### src/hdl/ckbs_pkg.sv
`timescale 1ns / 1ps
`default_nettype none
package ckbs_pkg;

  localparam int TABLE_DEPTH = 1024;
  localparam int IDX_W       = $clog2(TABLE_DEPTH);
  localparam int CNT_W       = IDX_W + 1;
  localparam int STEP_W      = 4;
  localparam int STRIDE_W    = (1 << STEP_W) - 1;
  localparam int PROBE_W     = STRIDE_W + 1;
  localparam int WORD_W      = 32;
  localparam int BYTE_SHIFT  = 2;  // four bytes per word
  localparam int CFG_IDX_W   = 2;
  localparam int QUEUE_DEPTH = 2;
  localparam int QPTR_W      = $clog2(QUEUE_DEPTH);
  localparam int QCNT_W      = QPTR_W + 1;

  localparam logic [CFG_IDX_W-1:0] CFG_TABLE_PRESENT   = 2'd0;
  localparam logic [CFG_IDX_W-1:0] CFG_ENTRY_COUNT     = 2'd1;
  localparam logic [CFG_IDX_W-1:0] CFG_SEARCH_STEPS    = 2'd2;
  localparam logic [CFG_IDX_W-1:0] CFG_DATA_BASE_WORDS = 2'd3;

  localparam logic OP_WRITE  = 1'b0;
  localparam logic OP_LOOKUP = 1'b1;

  typedef struct packed {
    logic              operation;
    logic [IDX_W-1:0]  entry_index;
    logic [WORD_W-1:0] key;
    logic [WORD_W-1:0] entry_offset_words;
    logic [WORD_W-1:0] entry_size;
  } cmd_t;

  typedef struct packed {
    logic              found;
    logic [IDX_W-1:0]  match_index;
    logic [WORD_W-1:0] byte_offset;
    logic [WORD_W-1:0] size_bytes;
  } result_t;

  typedef struct packed {
    logic              table_present;
    logic [CNT_W-1:0]  entry_count;
    logic [STEP_W-1:0] search_steps;
    logic [WORD_W-1:0] data_base_words;
  } cfg_t;

  // Classified transaction held between front and back.
  typedef struct packed {
    logic              lookup;
    logic              miss;    // lookup that cannot hit: no table or zero key
    logic [IDX_W-1:0]  index;
    logic [WORD_W-1:0] key;
    logic [WORD_W-1:0] offset;
    logic [WORD_W-1:0] size;
  } qent_t;

  typedef enum logic [2:0] {
    ST_IDLE,
    ST_PROBE,
    ST_CMP,
    ST_FETCH,
    ST_DONE
  } back_state_t;

endpackage
`default_nettype wire

### src/hdl/ckbs_front.sv
`timescale 1ns / 1ps
`default_nettype none
module ckbs_front (
  input  logic               start,
  input  ckbs_pkg::cmd_t     cmd,
  input  logic               table_present,
  input  logic               q_full,
  output logic               busy,
  output logic               push,
  output ckbs_pkg::qent_t    push_data
);

  assign busy = q_full;
  assign push = start && !q_full;

  // Classify: a lookup with no table or a zero key is a known miss.
  always_comb begin
    push_data.lookup = (cmd.operation == ckbs_pkg::OP_LOOKUP);
    push_data.miss   = !table_present || (cmd.key == '0);
    push_data.index  = cmd.entry_index;
    push_data.key    = cmd.key;
    push_data.offset = cmd.entry_offset_words;
    push_data.size   = cmd.entry_size;
  end

endmodule
`default_nettype wire

### config.mk
export PLATFORM = sky130hd
export DESIGN_NAME = ckbs_front
export DESIGN_NICKNAME = d
export VERILOG_FILES = /design/src/hdl/ckbs_pkg.sv /design/src/hdl/ckbs_front.sv
export SDC_FILE = /design/constraint.sdc
export NUM_CORES = 1
export LEC_CHECK = 0
export BUFFER_PORTS_ARGS = -buffer_cell sky130_fd_sc_hd__buf_4
export CAP_MARGIN = 20
export CORE_AREA = 2 2 86 88
export DETAILED_ROUTE_END_ITERATION = 16
export DIE_AREA = 0 0 88 90
export PLACE_DENSITY = 0.61
export SYNTH_ARGS = -nofsm -noshare
export SYNTH_HDL_FRONTEND = slang
export SYNTH_SLANG_ARGS = --single-unit
### constraint.sdc
create_clock -name vclk -period 1.9
set_input_delay 0.285 -clock vclk [all_inputs]
set_output_delay 0.285 -clock vclk [all_outputs]
set_load 0.01 [all_outputs]
* Word level (Yosys, flattened, before mapping)
Cells that the tools add are included.
Operators by class: reductions and logical operators 5
Operators by type and width (number):
- $logic_not 32->1 | 1
- $logic_not 1->1 | 2
- $logic_and 1x1->1 | 1
- $logic_or 1x1->1 | 1
Storage, ports and cells: flip-flop bits (word level) 0, logic and storage cells 5

* Depth between registers and ports, before layout
Gate-level depths: netlist (run 1).
depth in word-level cells 2, gate-level depth with buffers 3, gate-level depth less buffers 3

* Worst setup path after synthesis (run 1)
No wires, ideal clock.
kind input to output, from input cmd[90] in the netlist's numbering, to output push_data[106] in the netlist's numbering, arrival 0.864 ns, path slack 0.751 ns, stages 3, path buffers 0, cells stage by stage nor4_1 -> nand4_1 -> o21ai_1
RTL lines:
- start: declaration | line ckbs_front.sv:5 | input ckbs_pkg::cmd_t cmd,
- end: declaration | line ckbs_front.sv:10 | output ckbs_pkg::qent_t push_data

==> results of run 1 <==
critical path, stage by stage:
cell and delay (ns):
buf_4 0.12, nor4_2 0.36, nand4_1 0.16, o21ai_1 0.16, buf_4 0.13
synthesized netlist by cell type:
cell type / number / area [sq um]
buf_4: 108 / 811
nand4_1: 2 / 12.5
nor2b_1: 1 / 6.26
nor4_1: 7 / 43.8
nor4_2: 1 / 12.5
o21ai_1: 1 / 5.00
cells by family (layout without fill, tap and decap cells):
logic type,Yosys count,count (layout),share of synthesized area
AOI/OAI and AO/OA,1,1,0.00561
buffers and inverters,108,70,0.910
other,0,1,0
and+or+nand+nor,11,11,0.0843
power by group through the flow:
stage	combinational [mW]	sequential, mW	clock [mW]
after CTS	0.155	0	0
after floorplan	0.240	0	0
after global placement	0.152	0	0
final	0.152	0	0.0000000703
after detailed placement	0.155	0	0
after global routing	0.163	0	0
area by class of cell:
| class | instances | area (sq um) | area share |
|---|---|---|---|
| multi-input cells | 12 | 80.1 | 0.109 |
| diodes | 1 | 2.50 | 0.00342 |
| well taps | 99 | 124 | 0.169 |
| repair buffers | 70 | 526 | 0.718 |
routing by layer:
metal	share of wire	wire length, um	vias to the layer above	track usage
met5	0	0	-	0
met4	0.094	231	0	0.0500
met3	0.23	559	38	0.0358
met2	0.49	1200	83	0.0972
met1	0.19	467	210	0.0215
li1	-	-	200	-
through the flow:
stage	setup slack, ns	util	instances	instance area (sq um)
finish	0.400	0.104	182	732
floorplan	0.751	-	120	891
CTS	0.282	0.104	181	729
detailed placement	0.283	0.104	181	729
global route	0.258	0.104	181	729
global placement	0.277	0.104	181	729
how the worst max path moves through the flow:
stage	end	slack, ns	depth (start not counted)
after floorplan	push_data[106]	0.75	3
after global placement	push_data[106]	0.28	5
final	push_data[106]	0.40	5
after CTS	push_data[106]	0.28	5
after detailed placement	push_data[106]	0.28	5
after global routing	push_data[106]	0.26	5
==> results.txt, run 1 <==
Fin nets = 194
CP Max Fanout = 2
Rel. slew slack = 0.783
Initial antenna violation count = 1
Worst Hold Path Cells = 0
Gate Count Post-Synth = 120
Fin crit period = 1.50 ns
Largest net degree at the start of global routing = 3
Max Freq = 667 MHz
Slew @ Worst Pin = 0.322 ns
Post-CTS Setup Repair Bufs = 0
# port buffers = 70
Hold_ws = 0.570 ns
Setup CP Type = in2out
Die width = 88 um
Tot Pwr = 0.152 mW
WL/cell = 13.5 um
Synth Area per Inst = 7.42 sq um
Commonest cells after routing, fill and taps aside = buf_4, nor4_1, nand4_1
Comb pwr share = 1.000
Flop pwr share = 0
Switching share of power = 0.380
Sw power = 0.0578 mW
Max cap viols = 0
Num ports = 220
Final setup vio count = 0
DRT Wirelength = 2450 um
FF+latch area = 0 sq um
Hold WC Path Type = in2out
HPWL Detailed = 2250 um
Setup TNS = 0 ns
Post-CTS sizing = 0
Ys Warns = 0
Num sequential = 0
Peak supply drop = 0.0273 mV
Post-detailed-route count of antenna-violating nets = 0
RD Place Congestion = 0.581
Most common cell after layout, fill and taps aside = buf_4
CP required = 1.62 ns
Crit path DAT = 1.22 ns
Area grow syn2layout = -17.8%
PD cells = 208 mW/mm^2
GRT overflow = 0
Number of clock buffers in the layout = 0
Total GRT Usage = 0.0501
Crit path launch = cmd[83]
Initial DRC count = 6
Filler Cells Inserted = 820
Int Power = 0.0942 mW
Seq/Total Area, Yosys = 0
Starting Density = 0.127
Synth unique cells = 6
Vias in the first global route = 510
Vias/cell = 2.92
Share of layout cells above drive strength 1 = 0.866
DR vias = 531
First-pass GRT wire length = 2880 um
Hold endpoint = push_data[100]
Clk pwr share = 0
Drt drc = 0
Leak Pwr = 0.344 nW
DR pass1 iterations = 2
Worst setup EP type = primary output
Final worst-path cycle share = 0.790
Unrepaired setup endpoints after global routing = no
Nature of the critical path startpoint = input port
Die height = 90 um
Max Slew Vio Count = 0
Core Area = 0.00702 sq mm
Final Hold Viols = 0
Status = finished clean
Hold Crit Start = cmd[100]
Syn Nets = 230
CTS Hold Buffers Added = 0
Die area = 0.00792 sq mm
Mapped Area = 891 sq um
FP Rows = 31
Power figures use the tool's default switching activity.
==> run 2, diff against run 1 <==
PLACE_DENSITY = 0.63   (was 0.61)
clock period = 1.2 ns   (was 1.9 ns; I/O delays follow)
==> results.txt, run 2 (synthesis results as in run 1) <==
Max Freq = 861 MHz
Unrepaired setup endpoints after global routing = yes
Post-detailed-route count of antenna-violating nets = 0 (unchanged)
GRT overflow = 0 (unchanged)
Vias in the first global route = 525 (+2.9%)
Fin nets = 197 (+1.5%)
WL/cell = 14.2 um (+5.2%)
Die area = 0.00792 sq mm (unchanged)
Hold WC Path Type = in2out
Peak supply drop = 0.0525 mV (+93%)
DRT Wirelength = 2620 um (+6.9%)
Commonest cells after routing, fill and taps aside = buf_4, buf_6, nor4_2
Setup TNS = 0 ns (unchanged)
FP Rows = 31 (unchanged)
Nature of the critical path startpoint = input port
Hold Crit Start = cmd[100]
Rel. slew slack = 0.837 (+0.0535)
Core Area = 0.00702 sq mm (unchanged)
Num sequential = 0 (unchanged)
DR vias = 539 (+1.5%)
Area grow syn2layout = -6.88%
Fin crit period = 1.16 ns
Leak Pwr = 0.373 nW (+8.3%)
Setup CP Type = in2out
Crit path DAT = 0.98 ns (-0.24 ns)
# port buffers = 70 (unchanged)
Worst Hold Path Cells = 0 (unchanged)
Initial DRC count = 2 (-4)
Max cap viols = 0 (unchanged)
Num ports = 220 (unchanged)
Die width = 88 um (unchanged)
Final setup vio count = 0 (unchanged)
Slew @ Worst Pin = 0.243 ns (-0.0798 ns)
First-pass GRT wire length = 3180 um (+10%)
Share of layout cells above drive strength 1 = 0.929 (+0.0636)
Worst setup EP type = primary output
Vias/cell = 2.91 (-0.14%)
RD Place Congestion = 0.605 (+4.1%)
Drt drc = 0 (unchanged)
Status = finished clean
PD cells = 333 mW/mm^2 (+60%)
Post-CTS Setup Repair Bufs = 0 (unchanged)
Die height = 90 um (unchanged)
Hold endpoint = push_data[100]
Most common cell after layout, fill and taps aside = buf_4
Number of clock buffers in the layout = 0 (unchanged)
Final worst-path cycle share = 0.968
Initial antenna violation count = 1 (unchanged)
Final Hold Viols = 0 (unchanged)
Max Slew Vio Count = 0 (unchanged)
CP Max Fanout = 2 (unchanged)
Largest net degree at the start of global routing = 3 (unchanged)
CP required = 1.02 ns (-0.60 ns)
Final Util = 0.118 (+0.0139)
DR pass1 iterations = 2 (unchanged)
Total GRT Usage = 0.0538 (+0.00370)
FF+latch area = 0 sq um (unchanged)
Starting Density = 0.127 (unchanged)
==> run 2: metal layers <==
metal | global-route usage | routed length (um) | up-vias
li1 | - | - | 205
met1 | 0.0320 | 633 | 220
met2 | 0.0991 | 1270 | 72
met3 | 0.0312 | 449 | 42
met4 | 0.0538 | 270 | 0
met5 | 0 | 0 | -
==> run 2: worst max-delay path by stage <==
stage,from,cells past startpoint,to
6_report,cmd[75],5,push_data[106]
5_1_grt,cmd[87],5,push_data[106]
4_1_cts,cmd[75],5,push_data[106]
3_5_place_dp,cmd[90],5,push_data[106]
3_3_place_gp,cmd[90],5,push_data[106]
2_1_floorplan,cmd[90],3,push_data[106]
==> run 2: final cells by class <==
class                      instances  area [sq um]
tap                               99           124
antenna                            1          2.50
timing repair buffer              73           574
multi-input combinational         12           129
fill                             814          6190
==> run 2: power by group <==
group           total (mW)  internal (mW)  switching, mW
registers                0              0              0
clock network  0.000000112    0.000000112              0
logic                0.276          0.168          0.109
total                0.276          0.168          0.109
==> run 2: through the flow <==
| stage | area [sq um] | hold WS (ns) | power, mW | setup WS, ns | cells |
|---|---|---|---|---|---|
| floorplan | 891 | 0.406 | 0.380 | 0.261 | 120 |
| global placement | 752 | 0.360 | 0.255 | -0.114 | 184 |
| detailed placement | 752 | 0.360 | 0.259 | -0.115 | 184 |
| CTS | 823 | 0.360 | 0.282 | 0.00520 | 184 |
| global route | 827 | 0.360 | 0.294 | -0.0383 | 184 |
| finish | 830 | 0.360 | 0.276 | 0.0381 | 185 |
==> run 2: worst max-delay path, stage by stage <==
cell,delay (ns)
buf_4,0.13
nor4_4,0.27
nand4_1,0.12
o21ai_1,0.14
buf_4,0.13
==> run 2: timing repair <==
| item | in CTS | in global routing |
|---|---|---|
| pin swaps | 6 | 0 |
| hold buffers | 0 | 0 |
| setup endpoints to repair | 1 | 1 |
| gates resized for setup | 13 | 1 |
==> run 3, diff against run 2 <==
PLACE_DENSITY = 0.61   (was 0.63)
clock period = 1.35 ns   (was 1.2 ns; I/O delays follow)
==> results.txt, run 3 (synthesis results as in run 1) <==
Status = finished clean
CP Max Fanout = 2 (unchanged)
Max cap viols = 0 (unchanged)
Setup TNS = 0 ns (unchanged)
Hold WC Path Type = in2out
Post-CTS Setup Repair Bufs = 0 (unchanged)
Num sequential = 0 (unchanged)
Core Area = 0.00702 sq mm (unchanged)
First-pass GRT wire length = 2840 um (-11%)
Die height = 90 um (unchanged)
Number of clock buffers in the layout = 0 (unchanged)
Initial antenna violation count = 0 (-1)
Most common cell after layout, fill and taps aside = buf_4
Antenna fix cells = 0 (-1)
CP required = 1.15 ns (+0.13 ns)
Metal1 wirelength = 515 um (-19%)
Nature of the critical path startpoint = input port
Tot Pwr = 0.232 mW (-16%)
Starting Density = 0.127 (unchanged)
WL met2 = 1220 um (-3.9%)
HPWL Detailed = 2260 um
Met3 routed WL = 537 um (+20%)
Post-DP Area = 744 sq um (-1.0%)
Post-detailed-route count of antenna-violating nets = 0 (unchanged)
Hold Crit Start = cmd[48]
Rel. slew slack = 0.820 (-0.0163)
Most frequent CP cell = buf_4
Max Slew Vio Count = 0 (unchanged)
FF+latch area = 0 sq um (unchanged)
Initial DRC count = 2 (unchanged)
CP max stage delay = 0.28 ns (about the same)
PD cells = 292 mW/mm^2 (-12%)
DR pass1 iterations = 2 (unchanged)
Final instance area = 795 sq um (-4.2%)
Vias/cell = 2.93 (+0.72%)
Fin nets = 196 (-0.51%)
DR vias = 537 (-0.37%)
Setup CP Type = in2out
Final Hold Viols = 0 (unchanged)
Num ports = 220 (unchanged)
Largest net degree at the start of global routing = 3 (unchanged)
Area grow syn2layout = -10.8%
Vias in the first global route = 505 (-3.8%)
Crit path DAT = 1.10 ns (+0.12 ns)
Crit path max-delay cell type = nor4_2
Final worst-path cycle share = 0.965
Share of layout cells above drive strength 1 = 0.917 (-0.0127)
# port buffers = 70 (unchanged)
Final setup vio count = 0 (unchanged)
GRT overflow = 0 (unchanged)
WL/cell = 13.7 um (-3.5%)
Worst Slack Setup Final = 0.0472 ns (+0.00909 ns)
Unrepaired setup endpoints after global routing = no
Fin crit period = 1.30 ns
Worst setup EP type = primary output
Die area = 0.00792 sq mm (unchanged)
Slew @ Worst Pin = 0.267 ns (+0.0242 ns)
FP Rows = 31 (unchanged)
Drt drc = 0 (unchanged)
Peak supply drop = 0.0444 mV (-16%)
Final Util = 0.113 (-0.00499)
Filler Cells Inserted = 808 (-0.74%)
Commonest cells after routing, fill and taps aside = buf_4, nor4_2, nor4_1
Total GRT Usage = 0.0495 (-0.00425)
Pre-CTS setup slack = -0.0729 ns (+0.0422 ns)
Die width = 88 um (unchanged)
Leak Pwr = 0.362 nW (-3.0%)
DRT Wirelength = 2500 um (-4.5%)
Max Used Layer = met4
Hold endpoint = push_data[48]
Max Freq = 768 MHz
Critical-path cell list = buf_4 > nor4_2 > nand4_1 > o21ai_1 > buf_4
Worst Hold Path Cells = 0 (unchanged)
RD Place Congestion = 0.564 (-6.8%)
[run 3: cell type report]
cell class | instances | area (sq um) | area share
tap | 99 | 124 | 0.156
timing repair buffer | 72 | 548 | 0.690
multi-input combinational | 12 | 123 | 0.154
[run 3: layer usage]
metal | up-vias | GRT usage
met5 | - | 0
met4 | 0 | 0.0500
met3 | 38 | 0.0321
met2 | 83 | 0.0966
met1 | 214 | 0.0226
li1 | 202 | -
[run 3: how the worst max path moves through the flow]
stage               slack, ns    start  depth (start not counted)             end
finish                   0.05  cmd[71]                          5  push_data[106]
global route            0.005  cmd[88]                          6  push_data[106]
CTS                     0.004  cmd[71]                          5  push_data[106]
detailed placement      -0.07  cmd[67]                          5  push_data[106]
global placement        -0.06  cmd[67]                          5  push_data[106]
floorplan                0.37  cmd[90]                          3  push_data[106]
[run 3: power breakdown]
group | internal [mW] | switching, mW
logic | 0.141 | 0.0911
registers | 0 | 0
clock network | 0 | 0
total | 0.141 | 0.0911
[run 3: repair_timing]
action                     4_1_cts  5_1_grt
setup endpoints to repair        1        1
hold buffers                     0        0
resized for setup                3        5
pin swaps                        2        3
[run 3: worst max-delay path, delay by kind of cell]
family | cells | cell delay (ns)
AND/OR/NAND/NOR | 2 | 0.48
buffers and inverters | 2 | 0.26
AO/OA/AOI/OAI | 1 | 0.16
[run 3: metrics by stage]
step                      hold slack [ns]  std cells
after floorplan                     0.451        120
final                               0.405        183
after global routing                0.405        183
after CTS                           0.405        183
after detailed placement            0.405        183
after global placement              0.405        183
