## config.mk

```make
export PLATFORM = sky130hd
export DESIGN_NAME = ckbs_queue
export DESIGN_NICKNAME = d
export VERILOG_FILES = /design/src/hdl/ckbs_pkg.sv /design/src/hdl/ckbs_queue.sv
export SDC_FILE = /design/constraint.sdc
export NUM_CORES = 1
export LEC_CHECK = 0
export BUFFER_PORTS_ARGS = -buffer_cell sky130_fd_sc_hd__buf_2
export CORE_MARGIN = 2
export CORE_UTILIZATION = 45
export CTS_BUF_LIST = sky130_fd_sc_hd__clkbuf_4 sky130_fd_sc_hd__clkbuf_8
export DETAILED_ROUTE_END_ITERATION = 8
export PLACE_DENSITY = 0.71
export SLEW_MARGIN = 20
export SYNTH_ARGS = -nofsm -noshare
export SYNTH_HDL_FRONTEND = slang
export SYNTH_SLANG_ARGS = --single-unit
```

## constraint.sdc

```tcl
create_clock -name clk -period 4 [get_ports clk]
set_input_delay 0.2 -clock clk [delete_from_list [all_inputs] [get_ports clk]]
set_output_delay 0.2 -clock clk [all_outputs]
set_load 0.02 [all_outputs]
```

## src/hdl/ckbs_pkg.sv

```systemverilog
`timescale 1ns / 1ps
`default_nettype none
package ckbs_pkg;

  localparam int TABLE_DEPTH = 1024;
  localparam int IDX_W       = $clog2(TABLE_DEPTH);
  localparam int CNT_W       = IDX_W + 1;
  localparam int STEP_W      = 4;
  localparam int STRIDE_W    = (1 << STEP_W) - 1;
  localparam int PROBE_W     = STRIDE_W + 1;
  localparam int WORD_W      = 32;
  localparam int BYTE_SHIFT  = 2;  // four bytes per word
  localparam int CFG_IDX_W   = 2;
  localparam int QUEUE_DEPTH = 2;
  localparam int QPTR_W      = $clog2(QUEUE_DEPTH);
  localparam int QCNT_W      = QPTR_W + 1;

  localparam logic [CFG_IDX_W-1:0] CFG_TABLE_PRESENT   = 2'd0;
  localparam logic [CFG_IDX_W-1:0] CFG_ENTRY_COUNT     = 2'd1;
  localparam logic [CFG_IDX_W-1:0] CFG_SEARCH_STEPS    = 2'd2;
  localparam logic [CFG_IDX_W-1:0] CFG_DATA_BASE_WORDS = 2'd3;

  localparam logic OP_WRITE  = 1'b0;
  localparam logic OP_LOOKUP = 1'b1;

  typedef struct packed {
    logic              operation;
    logic [IDX_W-1:0]  entry_index;
    logic [WORD_W-1:0] key;
    logic [WORD_W-1:0] entry_offset_words;
    logic [WORD_W-1:0] entry_size;
  } cmd_t;

  typedef struct packed {
    logic              found;
    logic [IDX_W-1:0]  match_index;
    logic [WORD_W-1:0] byte_offset;
    logic [WORD_W-1:0] size_bytes;
  } result_t;

  typedef struct packed {
    logic              table_present;
    logic [CNT_W-1:0]  entry_count;
    logic [STEP_W-1:0] search_steps;
    logic [WORD_W-1:0] data_base_words;
  } cfg_t;

  // Classified transaction held between front and back.
  typedef struct packed {
    logic              lookup;
    logic              miss;    // lookup that cannot hit: no table or zero key
    logic [IDX_W-1:0]  index;
    logic [WORD_W-1:0] key;
    logic [WORD_W-1:0] offset;
    logic [WORD_W-1:0] size;
  } qent_t;

  typedef enum logic [2:0] {
    ST_IDLE,
    ST_PROBE,
    ST_CMP,
    ST_FETCH,
    ST_DONE
  } back_state_t;

endpackage
`default_nettype wire

```

## src/hdl/ckbs_queue.sv

```systemverilog
`timescale 1ns / 1ps
`default_nettype none
module ckbs_queue (
  input  logic            clk,
  input  logic            rst,
  input  logic            push,
  input  ckbs_pkg::qent_t push_data,
  input  logic            pop,
  output logic            q_valid,
  output logic            q_full,
  output ckbs_pkg::qent_t q_data
);

  ckbs_pkg::qent_t                     slots [ckbs_pkg::QUEUE_DEPTH];
  logic [ckbs_pkg::QPTR_W-1:0]         wr_ptr;
  logic [ckbs_pkg::QPTR_W-1:0]         rd_ptr;
  logic [ckbs_pkg::QCNT_W-1:0]         count;
  logic                                do_push;
  logic                                do_pop;

  assign q_valid = (count != '0);
  assign q_full  = (count == ckbs_pkg::QCNT_W'(ckbs_pkg::QUEUE_DEPTH));
  assign q_data  = slots[rd_ptr];
  assign do_push = push && !q_full;
  assign do_pop  = pop && q_valid;

  always_ff @(posedge clk) begin
    if (rst) begin
      wr_ptr <= '0;
      rd_ptr <= '0;
      count  <= '0;
    end else begin
      if (do_push) wr_ptr <= wr_ptr + 1'b1;
      if (do_pop)  rd_ptr <= rd_ptr + 1'b1;
      case ({do_push, do_pop})
        2'b10:   count <= count + 1'b1;
        2'b01:   count <= count - 1'b1;
        default: count <= count;
      endcase
    end
  end

  always_ff @(posedge clk) begin
    if (do_push) slots[wr_ptr] <= push_data;
  end

endmodule
`default_nettype wire

```

After elaboration in Yosys (flattened, before gate mapping)

Memory sizes are Yosys's and may differ from the RTL's. A register that Yosys moved wholly into a read port is not among the register bits.
Cells that the tools add are included.

Register bits: 4
Word-level logic and storage cells: 21
RAM bits: 216
Memories kept: 1
Output and inout bits: 110
Bits of input ports: 112

Memory list:

| memory | depth | width | rd ports | clocked after Yosys merged registers in | write ports | RTL line         | RTL |
|---|---|---|---|---|---|---|---|
| slots  | 2     | 108   | 1        | 1                                       | 1           | ckbs_queue.sv:14 | `ckbs_pkg::qent_t slots [ckbs_pkg::QUEUE_DEPTH];` |

Muxes and demuxes: 5
Reductions and logical operators: 5
Add/sub/neg operators: 4
Equal/unequal tests: 3

Operators by type and width:

| operator                                                           | count |
|---|---|
| 2-bit == test, second input constant                               | 2 |
| 1-bit 2-to-1 mux                                                   | 4 |
| 2-bit one-hot mux with 2 select lines                              | 1 |
| 2-bit nonzero test                                                 | 2 |
| 1-bit adder, second input constant                                 | 2 |
| 2-bit by 1-bit adder with 2-bit output, second input constant      | 1 |
| 2-bit by 1-bit == test with 1-bit output, second input constant    | 1 |
| 1-bit logical AND                                                  | 2 |
| 2-bit by 1-bit subtractor with 2-bit output, second input constant | 1 |
| 1-bit logical NOT                                                  | 1 |

Logic depth before layout (Yosys ltp)

Gate-level depths: netlist of the first run.

Depth in word-level cells: 5
Depth in mapped cells: 6
Gate-level depth less buffers: 6

Worst setup path after synthesis of the first run

No wires, ideal clock.

Path type: flip-flop to flip-flop
Start point: register count[0] (netlist name)
End point: memory slots[1][0] (netlist name) (enable)
Data arrival time: 3.084 ns
Stages on the path, launching flop included: 3
Setup time: 0.480 ns
Required time: 3.520 ns
Slack: 0.436 ns
Buffers on the path: 0
Period minus slack after synthesis: 3.564 ns
Path through: dfxtp_1 > nand2b_2 > and3_1

Word-level cells in the longest chain between the ends: 5

Ends and longest elaborated chain:

| item                                   | RTL line         | RTL |
|---|---|---|
| from (decl)                            | ckbs_queue.sv:17 | `logic [ckbs_pkg::QCNT_W-1:0] count;` |
| from (signal assigned)                 | ckbs_queue.sv:36 | `2'b10: count <= count + 1'b1;` |
| from (signal assigned)                 | ckbs_queue.sv:37 | `2'b01: count <= count - 1'b1;` |
| from (signal assigned)                 | ckbs_queue.sv:38 | `default: count <= count;` |
| 2-bit == test                          | ckbs_queue.sv:22 | `assign q_full = (count == ckbs_pkg::QCNT_W'(ckbs_pkg::QUEUE_DEPTH));` |
| 1-bit logical NOT                      | ckbs_queue.sv:24 | `assign do_push = push && !q_full;` |
| 1-bit logical AND                      | ckbs_queue.sv:24 |  |
| 1-bit 2-to-1 mux                       | ckbs_queue.sv:44 | `if (do_push) slots[wr_ptr] <= push_data;` |
| 1-bit 2-to-1 mux (implied by the code) | ckbs_queue.sv:44 |  |
| to (decl)                              | ckbs_queue.sv:14 |  |

Every way passes these cells.

Final worst setup path of the first run

Start point: register count[0] (netlist name)
End point: memory slots[0][3] (netlist name) (enable)

The elaborated chain is that of the path after synthesis.

==> flow_summary.rst, run 1 <==
.. list-table::
   :header-rows: 1

   * - Metric
     - Value
   * - Run status
     - completed
   * - Via count of the first global-routing pass
     - 4933
   * - Final setup viols
     - 0
   * - Max IR drop VDD
     - 0.505 mV
   * - Final Slew Violations
     - 0
   * - Residual antenna-violating net count after detailed routing
     - 0
   * - Critical path launch point type
     - register
   * - Leakage Power
     - 4.23 nW
   * - Number of endpoints with negative hold slack in the final report
     - 0
   * - Number of nets in the synthesized netlist
     - 475
   * - DPL Wire Length
     - 9.50 mm
   * - Master of the slowest instance on the critical path
     - sky130_fd_sc_hd__inv_4
   * - Wire length of the first global-routing pass
     - 23.9 mm
   * - Clock tree buffer depth
     - 3
   * - Buffers & Inverters on Critical Path
     - 3
   * - RSZ-0062 raised after global routing
     - no
   * - Width of the die
     - 137 um
   * - Standard-cell row count
     - between 40 and 50
   * - Quantity of gates resized following cts
     - 0
   * - Initial antenna violation count
     - 0
   * - Number of violations reported at the end of detailed-routing iteration 0
     - 176
   * - Ports
     - 222
   * - Starting Density
     - 0.461
   * - Total of max-cap violations
     - 0
   * - Most common cell after layout, fill and taps aside
     - sky130_fd_sc_hd__buf_2
   * - Minimum period implied by the final worst setup slack
     - approximately 2400 ps
   * - IO buf count
     - 221
   * - Number of distinct library cell variants in the gate-level netlist after synthesis
     - 20
   * - Total die area
     - approximately 0.019 mm^2
   * - Detailed Routing Iterations Pass 1
     - 4
   * - Path type of the worst setup path
     - reg -> reg
   * - Y dimension of the die
     - 137 um
   * - Largest net degree at the start of global routing
     - 109
   * - Summed instance area of the synthesized netlist
     - 0.00800 mm^2
   * - Data required time of the critical path
     - 4150 ps
   * - # diodes
     - 0
   * - Sum of overflow across all layers after global routing
     - 0
   * - Worst-Margin Slew
     - 664 ps
   * - Routability congestion estimate
     - 0.731
   * - Root buffer cell
     - sky130_fd_sc_hd__clkbuf_8
   * - Synthesis Warnings
     - 0
   * - Sum of routed wire length over all layers
     - 16.5 mm
   * - Finished Cell Area
     - 0.0112 mm^2
   * - Global-route usage over all layers
     - 0.168
   * - Setup Total Neg Slack
     - 0 ps
   * - Flop and latch count out of synthesis
     - ~220
   * - Max Fanout on Critical Path
     - between 60 and 70
   * - Total clock buffers created by CTS
     - 36
   * - Top library cells by usage in the layout, fill and taps aside
     - sky130_fd_sc_hd__buf_2 (221), sky130_fd_sc_hd__edfxtp_1 (216), sky130_fd_sc_hd__dlygate4sd3_1 (109)
   * - Floorplan core area
     - 0.0174 mm^2
   * - Via-per-instance ratio
     - ~4.7
   * - DRC
     - 0
   * - Arrival time reported for the critical path endpoint
     - 2500 ps
   * - Number of instances in the synthesized netlist
     - 362
   * - Critical path endpoint category
     - register
   * - Top cells by area, synth
     - sky130_fd_sc_hd__edfxtp_1 (81%), sky130_fd_sc_hd__mux2_2 (15%), sky130_fd_sc_hd__dfxtp_1 (1.3%)
   * - CP top delay family
     - buffers and inverters
   * - Vias after detailed routing
     - between 4k and 5k
   * - Delay contributed by the slowest stage of the critical path
     - 470 ps
   * - Number of nets in the layout
     - between 800 and 900
   * - Synth-to-Final Area Change
     - 39.4%
   * - Num Clock Sinks
     - 221
   * - Worst relative slew slack
     - 0.558
   * - Area post-placement
     - approximately 0.0094 mm^2
   * - Period Utilization, post-route
     - 0.588
   * - Avg WL per Cell
     - roughly 17 um
   * - Hold WC Path Type
     - in -> reg
   * - Clock H-tree levels
     - 2
   * - Synth top area share
     - 0.810
   * - Setup WS post-layout
     - 1650 ps
   * - Maximum clock frequency
     - 425 MHz
   * - Worst setup slack after placement
     - 1670 ps
   * - Power density over the cells
     - just over 600 mW/mm^2
   * - Cell accounting for the most synthesized area
     - sky130_fd_sc_hd__edfxtp_1
   * - Max Clock Skew
     - between 15 and 20 ps
   * - Clock insertion delay at the later pin of the skew report
     - 500 ps
   * - Critical Path, Cell by Cell
     - nand2b_2 > inv_2 > or3_1 > inv_4 > buf_12
   * - CTS tree
     - yes
   * - Proportion of synthesized chip area in sequential cells
     - 0.823
   * - Share of cells above drive strength 1
     - 0.529
   * - Fill cell total of the finished layout
     - 1201
   * - Mean instance size in the synthesized netlist
     - 22.1 um^2
   * - Clock transition at path regs
     - 60 ps
repair_timing:
| action | CTS | global route |
|---|---|---|
| hold endpoints to repair | 221 | 0 |
| setup buffers | 0 | 0 |
| hold buffers | 109 | 0 |
layer usage:
| metal | vias up | wire length, um | track usage |
|---|---|---|---|
| li1 | 2156 | - | - |
| met1 | 2224 | 6300 | 0.175 |
| met2 | 183 | 8640 | 0.311 |
| met3 | 30 | 1130 | 0.0478 |
| met4 | 0 | 427 | 0.0756 |
| met5 | - | 0 | 0 |
report_power, final:
group / internal [mW] / switching, mW / leakage (nW)
sequential: 2.92 / 0.0838 / 2.06
clock: 1.01 / 0.815 / 0.357
combinational: 0.829 / 1.20 / 1.81
final timing paths:
path | startpoint | to | slack, ps | depth (start not counted)
setup / recovery | count[0]$_SDFFE_PP0P_ | slots[0][3]$_DFFE_PP_ | 1650 | 5
hold / removal | push | wr_ptr$_SDFFE_PP0N_ | 150 | 4
setup reg to reg | count[0]$_SDFFE_PP0P_ | slots[0][3]$_DFFE_PP_ | 1650 | 5
hold reg to reg | rd_ptr$_SDFFE_PP0P_ | rd_ptr$_SDFFE_PP0P_ | 530 | 2
stage by stage:
stage	instances	power [mW]	hold WS, ps	util
final	970	6.86	155	0.643
after global routing	970	7.16	178	0.643
after CTS	970	6.93	118	0.643
after detailed placement	799	5.00	391	0.541
after global placement	799	4.95	388	0.541
after floorplan	362	4.40	269	-
cell families (layout without fill, tap and decap cells):
kind of cell	Yosys count	count (layout)	synth area share
DFF	221	221	0.823
muxes	108	108	0.152
buffers and inverters	15	398	0.0108
and+or+nand+nor	9	9	0.00610
AOI/OAI and AO/OA	5	5	0.00344
xor gates and xnor gates	3	3	0.00328
adders and majority gates	1	1	0.00156
worst min-delay path, stage by stage:
cell	delay, ps
sky130_fd_sc_hd__buf_2	120
sky130_fd_sc_hd__inv_1	70
sky130_fd_sc_hd__o21ai_0	100
sky130_fd_sc_hd__a21oi_1	140
Yosys cell counts:
cell type and n:
sky130_fd_sc_hd__edfxtp_1 216, sky130_fd_sc_hd__mux2_2 108, sky130_fd_sc_hd__buf_2 9, sky130_fd_sc_hd__dfxtp_1 5, sky130_fd_sc_hd__nor2_1 3, sky130_fd_sc_hd__a21oi_1 2, sky130_fd_sc_hd__buf_6 2, sky130_fd_sc_hd__inv_1 2
sky130_fd_sc_hd__o21ai_0 2, sky130_fd_sc_hd__or3_1 2, sky130_fd_sc_hd__xnor2_1 2, sky130_fd_sc_hd__and3_1 1, sky130_fd_sc_hd__buf_4 1, sky130_fd_sc_hd__ha_1 1, sky130_fd_sc_hd__inv_2 1, sky130_fd_sc_hd__nand2_1 1
sky130_fd_sc_hd__nand2b_2 1, sky130_fd_sc_hd__o21a_1 1, sky130_fd_sc_hd__or2_2 1, sky130_fd_sc_hd__xor2_1 1
registers in the layout, summed over array words and instances (netlist names), named ones only:
name / cells
wr_ptr: 1
rd_ptr: 1
count: 2
slots: 216
layout make-up:
type | instances | area (um^2) | share of cell area
multi-input combinational | 126 | 1340 | 0.120
tap | 225 | 282 | 0.0252
clock inverter | 11 | 52.6 | 0.00471
timing repair buffer | 333 | 2260 | 0.202
sequential | 221 | 6590 | 0.591
clock buffer | 51 | 627 | 0.0562
inverter | 3 | 13.8 | 0.00123
Note: power is estimated with default switching activity, not from simulation.
==> run 2: changes to the inputs <==
--- a/config.mk
+++ b/config.mk
@@ -10,7 +10,7 @@
 export CORE_UTILIZATION = 45
 export CTS_BUF_LIST = sky130_fd_sc_hd__clkbuf_4 sky130_fd_sc_hd__clkbuf_8
 export DETAILED_ROUTE_END_ITERATION = 8
-export PLACE_DENSITY = 0.71
+export PLACE_DENSITY = 0.74
 export SLEW_MARGIN = 20
 export SYNTH_ARGS = -nofsm -noshare
 export SYNTH_HDL_FRONTEND = slang
==> constraint.sdc (replaced) <==
create_clock -name clk -period 2 [get_ports clk]
set_input_delay 0.1 -clock clk [delete_from_list [all_inputs] [get_ports clk]]
set_output_delay 0.1 -clock clk [all_outputs]
set_load 0.02 [all_outputs]
==> run 2 against run 1 <==
Flip-flop and latch count is the same. Hold slack lost 76 ps. Non-clock buffer count up 11. Largest cell class unchanged. Die area unchanged. First-iteration DRC count rose by 22%. Routed wire length rose by 3.7%.
==> flow_summary.rst, run 2 (synthesized netlist as in run 1, its figures left out) <==
.. list-table::
   :header-rows: 1

   * - Metric
     - Value
   * - Final setup viols
     - 0
   * - Ports
     - ~220
   * - Global-route usage over all layers
     - 0.175
   * - Clock H-tree levels
     - 2
   * - Run status
     - completed
   * - Arrival time reported for the critical path endpoint
     - between 1500 and 2000 ps
   * - Number of flip-flops in the largest register
     - 216
   * - P_sw
     - 4.24 mW
   * - Starting Density
     - 0.461
   * - Sum of overflow across all layers after global routing
     - 0
   * - Power density over the cells
     - 1230 mW/mm^2
   * - Top library cells by usage in the layout, fill and taps aside
     - sky130_fd_sc_hd__buf_2 (221), sky130_fd_sc_hd__edfxtp_1 (216), sky130_fd_sc_hd__dlygate4sd3_1 (110)
   * - Sequential cell fraction of total power
     - 0.434
   * - Sum of routed wire length over all layers
     - 17.1 mm
   * - Clock transition at path regs
     - 60 ps
   * - Avg WL per Cell
     - 17.4 um
   * - Total clock buffers created by CTS
     - 36
   * - Quantity of gates resized following cts
     - 0
   * - Minimum period implied by the final worst setup slack
     - 1850 ps
   * - Residual antenna-violating net count after detailed routing
     - 0
   * - Total power
     - 14.0 mW
   * - Initial antenna violation count
     - 1
   * - Number of endpoints with negative hold slack in the final report
     - 0
   * - Data required time of the critical path
     - 1900 ps
   * - Routability congestion estimate
     - 0.780
   * - Period Utilization, post-route
     - 0.926
   * - Number of violations reported at the end of detailed-routing iteration 0
     - about 210
   * - Detailed Routing Iterations Pass 1
     - 6
   * - Standard-cell row count
     - 48
   * - DPL Wire Length
     - 9.97 mm
   * - Total of max-cap violations
     - 0
   * - Path type of the worst setup path
     - reg -> out
   * - Reg with most FFs
     - slots
   * - Clock tree buffer depth
     - 3
   * - Worst relative slew slack
     - 0.755
   * - Num Clock Sinks
     - 221
   * - Clock network fraction of design power
     - 0.264
   * - Most common cell after layout, fill and taps aside
     - sky130_fd_sc_hd__buf_2
   * - Critical path endpoint category
     - output pin
   * - Share of cells above drive strength 1
     - 0.542
   * - CTS tree
     - yes
   * - Fraction of power spent switching nets
     - 0.304
   * - Max IR drop VDD
     - 0.842 mV
   * - DRC
     - 0
   * - Wire length of the first global-routing pass
     - 25.0 mm
   * - Total die area
     - 0.0189 mm^2
   * - Number of nets in the layout
     - 845
   * - Root buffer cell
     - sky130_fd_sc_hd__clkbuf_8
   * - Max Clock Skew
     - 10.9 ps
   * - Regs by FF count
     - slots x216, count x2
   * - Via-per-instance ratio
     - roughly 4.8
   * - Width of the die
     - 137 um
   * - Final Slew Violations
     - 0
   * - Hold WC Path Type
     - in -> reg
   * - Synth-to-Final Area Change
     - 41.4%
   * - Y dimension of the die
     - around 140 um
   * - # diodes
     - 0
   * - Critical path launch point type
     - register
   * - Maximum clock frequency
     - 540 MHz
   * - Max Fanout on Critical Path
     - 33
   * - Vias after detailed routing
     - 4677
   * - Leakage Power
     - 4.32 nW
   * - Setup Total Neg Slack
     - 0 ps
   * - RSZ-0062 raised after global routing
     - no
   * - Floorplan core area
     - 0.0174 mm^2
   * - IO buf count
     - 221
   * - Via count of the first global-routing pass
     - 5247
   * - Comb power frac
     - 0.303
   * - Total internal power
     - 9.72 mW
   * - Worst-Margin Slew
     - approximately 370 ps
   * - Largest net degree at the start of global routing
     - 65
   * - Clock insertion delay at the later pin of the skew report
     - 500 ps
[run 2: what timing repair did]
| item | in CTS | in global routing |
|---|---|---|
| hold buffers | 110 | 0 |
| endpoints found under the setup margin | 0 | 32 |
| buffers inserted | 0 | 5 |
| endpoints found under the hold margin | 221 | 0 |
[run 2: power by group through the flow]
| stage | registers (mW) | clock network, mW | logic (mW) |
|---|---|---|---|
| 4_1_cts | 6.07 | 3.78 | 4.16 |
| 6_report | 6.06 | 3.68 | 4.22 |
| 3_5_place_dp | 6.17 | 0 | 3.97 |
| 2_1_floorplan | 6.08 | 0 | 2.73 |
| 3_3_place_gp | 6.12 | 0 | 3.91 |
| 5_1_grt | 6.10 | 4.01 | 4.48 |
[run 2: layout make-up]
cell class | count | area [um^2]
sequential | 221 | 6590
timing repair buffer | 344 | 2390
inverter | 3 | 17.5
clock inverter | 10 | 46.3
clock buffer | 53 | 642
fill | 1160 | 6040
multi-input combinational | 126 | 1350
tap | 225 | 282
[run 2: path summary, 6_finish.rpt]
| check | start | to | slack, ps | cells after the start |
|---|---|---|---|---|
| min | pop | rd_ptr$_SDFFE_PP0P_ | 80 | 4 |
| max | register | q_data[68] | 150 | 3 |
| max reg2reg | count[0]$_SDFFE_PP0P_ | slots[0][80]$_DFFE_PP_ | 270 | 5 |
| min reg2reg | wr_ptr$_SDFFE_PP0N_ | wr_ptr$_SDFFE_PP0N_ | 520 | 2 |
[run 2: routing by layer]
metal,part of all wire,vias to the layer above,track usage,wire [um]
met2,0.52,199,0.315,8920
met4,0.023,2,0.0848,397
li1,-,2177,-,-
met3,0.084,34,0.0581,1440
met5,0.00064,-,0,11
met1,0.37,2265,0.184,6340
[run 2: worst max-delay path, stage by stage (launching register included)]
cell and delay, ps:
sky130_fd_sc_hd__dfxtp_4 460, sky130_fd_sc_hd__buf_12 230, sky130_fd_sc_hd__mux2_2 360, sky130_fd_sc_hd__buf_2 170
[run 2: per-stage QoR]
stage | std cells | hold WS, ps | cell area (um^2) | util | setup slack (ps)
floorplan | 362 | 165 | 8020 | - | -652
global placement | 804 | 288 | 9490 | 0.547 | 317
detailed placement | 804 | 291 | 9490 | 0.547 | 270
CTS | 977 | 36.7 | 11300 | 0.650 | 30.8
global route | 982 | 49.4 | 11300 | 0.652 | 71.4
finish | 982 | 79.2 | 11300 | 0.652 | 147
==> run 3: changes to the inputs <==
--- a/config.mk
+++ b/config.mk
@@ -5,7 +5,7 @@
 export SDC_FILE = /design/constraint.sdc
 export NUM_CORES = 1
 export LEC_CHECK = 0
-export BUFFER_PORTS_ARGS = -buffer_cell sky130_fd_sc_hd__buf_2
+export BUFFER_PORTS_ARGS = -buffer_cell sky130_fd_sc_hd__buf_4
 export CORE_MARGIN = 2
 export CORE_UTILIZATION = 45
 export CTS_BUF_LIST = sky130_fd_sc_hd__clkbuf_4 sky130_fd_sc_hd__clkbuf_8
==> constraint.sdc (replaced) <==
create_clock -name clk -period 2 [get_ports clk]
set_input_delay 0.3 -clock clk [delete_from_list [all_inputs] [get_ports clk]]
set_output_delay 0.3 -clock clk [all_outputs]
set_load 0.02 [all_outputs]
==> run 3 against run 2 <==
The flow now finishes with violations (setup timing). Clock-buffer cell count decreased by 4. Final cell count grew 0.71%. Hold slack improved by 120 ps. Sequential share of layout area shrank 6.2 points. Register-to-register slack improved by 30 ps. Clock skew rose by 2.8 ps. Utilization increased by 7.7 points. Design area rose by 12%. Combinational power is 47% higher. Fmax fell by 7.6%. Die area unchanged. Global-route usage rose by 0.44 points.
==> flow_summary.rst, run 3 (synthesized netlist as in run 1, its figures left out) <==
.. list-table::
   :header-rows: 1

   * - Metric
     - Value
   * - Leakage Power
     - between 4 and 5 nW
   * - Clock transition at path regs
     - around 60 ps
   * - Arrival time reported for the critical path endpoint
     - 1710 ps
   * - Number of violations reported at the end of detailed-routing iteration 0
     - 226
   * - Hold WC Path Type
     - in -> reg
   * - Wire length of the first global-routing pass
     - 25.5 mm
   * - Routability congestion estimate
     - 0.763
   * - Initial antenna violation count
     - 2
   * - Max IR drop VDD
     - 0.921 mV
   * - Number of flip-flops in the largest register
     - 216
   * - Floorplan core area
     - 0.0174 mm^2
   * - Violations in the final reports
     - setup timing
   * - Data required time of the critical path
     - 1700 ps
   * - Detailed Routing Iterations Pass 1
     - 4
   * - DPL Wire Length
     - 10.1 mm
   * - Final Slew Violations
     - 0
   * - Y dimension of the die
     - ~140 um
   * - Critical Path, Cell by Cell
     - buf_12 > buf_8 > mux2_2 > buf_6
   * - Clock H-tree levels
     - 2
   * - Worst setup slack after placement
     - 328 ps
   * - Critical path endpoint category
     - output pin
   * - DRC
     - 0
   * - Top library cells by usage in the layout, fill and taps aside
     - sky130_fd_sc_hd__edfxtp_1 (216), sky130_fd_sc_hd__buf_4 (150), sky130_fd_sc_hd__dlygate4sd3_1 (109)
   * - Clock insertion delay at the later pin of the skew report
     - approximately 500 ps
   * - Via-per-instance ratio
     - 4.86
   * - Most common cell after layout, fill and taps aside
     - sky130_fd_sc_hd__edfxtp_1
   * - Sum of routed wire length over all layers
     - between 20 and 25 mm
   * - CTS tree
     - yes
   * - Standard-cell row count
     - 48
   * - Number of endpoints with negative hold slack in the final report
     - 0
   * - Max Clock Skew
     - around 14 ps
   * - Num Clock Sinks
     - around 220
   * - IO buf count
     - 221
   * - Share of cells above drive strength 1
     - 0.542
   * - Regs by FF count
     - slots x216, count x2
   * - Ports
     - 222
   * - Worst relative slew slack
     - 0.761
   * - Width of the die
     - 137 um
   * - Largest net degree at the start of global routing
     - slightly above 60
   * - Starting Density
     - 0.461
   * - Max Fanout on Critical Path
     - 8
   * - Synth-to-Final Area Change
     - 58.1%
   * - Via count of the first global-routing pass
     - 5040
   * - Total of max-cap violations
     - 0
   * - Master of the slowest instance on the critical path
     - sky130_fd_sc_hd__dfxtp_4
   * - Minimum period implied by the final worst setup slack
     - 2010 ps
   * - Root buffer cell
     - sky130_fd_sc_hd__clkbuf_8
   * - Total die area
     - 0.0189 mm^2
   * - Delay contributed by the slowest stage of the critical path
     - 400 ps
   * - Period Utilization, post-route
     - 1.00
   * - Residual antenna-violating net count after detailed routing
     - 0
   * - Sum of overflow across all layers after global routing
     - 0
   * - Final setup viols
     - 6
   * - Run status
     - complete, but fails checks
   * - Worst-Margin Slew
     - 358 ps
   * - Power density over the cells
     - approximately 1300 mW/mm^2
   * - Total clock buffers created by CTS
     - 36
   * - Clock tree buffer depth
     - 3
   * - RSZ-0062 raised after global routing
     - yes
   * - Maximum clock frequency
     - around 500 MHz
   * - Number of nets in the layout
     - 854
   * - Total power
     - 16.0 mW
   * - Vias after detailed routing
     - 4810
   * - Global-route usage over all layers
     - 0.180
   * - Path type of the worst setup path
     - reg -> out
   * - Reg with most FFs
     - slots
   * - Setup WS post-layout
     - -5.75 ps
   * - Avg WL per Cell
     - roughly 20 um
   * - Critical path launch point type
     - register
## run 3: per-layer routing
| layer | global-route usage | wire length [um] |
|---|---|---|
| met1 | 0.207 | 7580 |
| met2 | 0.309 | 10700 |
| met3 | 0.0629 | 1430 |
| met4 | 0.0687 | 373 |
| met5 | 0 | 0 |
## run 3: worst max-delay path: cells and delay by family (launching register included)
kind | cells | cell delay (ps)
flops | 1 | 400
mux | 1 | 350
buf+inv | 3 | 450
## run 3: final cells by class
| class | count | area, um^2 |
|---|---|---|
| inverters | 3 | 17.5 |
| fillers | 998 | 4700 |
| repair buffers | 353 | 3490 |
| clock inverters | 10 | 67.6 |
| clock buffers | 49 | 606 |
| flip-flops and latches | 221 | 6590 |
| multi-input cells | 126 | 1600 |
| well taps | 225 | 282 |
| diodes | 2 | 5.00 |
## run 3: worst paths after layout
path                                            start                      to  cells after the start  slack, ps
worst max-delay path                         register              q_data[66]                      4         -6
worst min-delay path                             push     wr_ptr$_SDFFE_PP0N_                      4        200
worst max register to register  count[0]$_SDFFE_PP0P_  slots[0][87]$_DFFE_PP_                      5        300
worst min register to register    wr_ptr$_SDFFE_PP0N_     wr_ptr$_SDFFE_PP0N_                      2        510
## run 3: repair_timing
action | in CTS | in global routing
setup buffers | 0 | 3
hold endpoints to repair | 221 | 0
gates cloned | 0 | 12
hold buffers | 109 | 0
pin swaps | 0 | 0
resized for setup | 4 | 148
endpoints found under the setup margin | 77 | 80
## run 3: per-stage QoR
step                      setup TNS, ps  utilization  cells  area (um^2)  hold WS (ps)
after floorplan                 -103760            -    362         8020           365
after global placement                0        0.579    804        10000           485
after detailed placement              0        0.579    804        10000           487
after CTS                         -3580        0.681    972        11800           160
after global routing              -2440        0.729    989        12700           206
final                             -19.1        0.729    989        12700           199
## run 3: power breakdown
part | total, mW | internal (mW) | switching (mW)
clock | 3.74 | 2.08 | 1.66
sequential | 6.06 | 5.85 | 0.213
combinational | 6.20 | 3.29 | 2.91
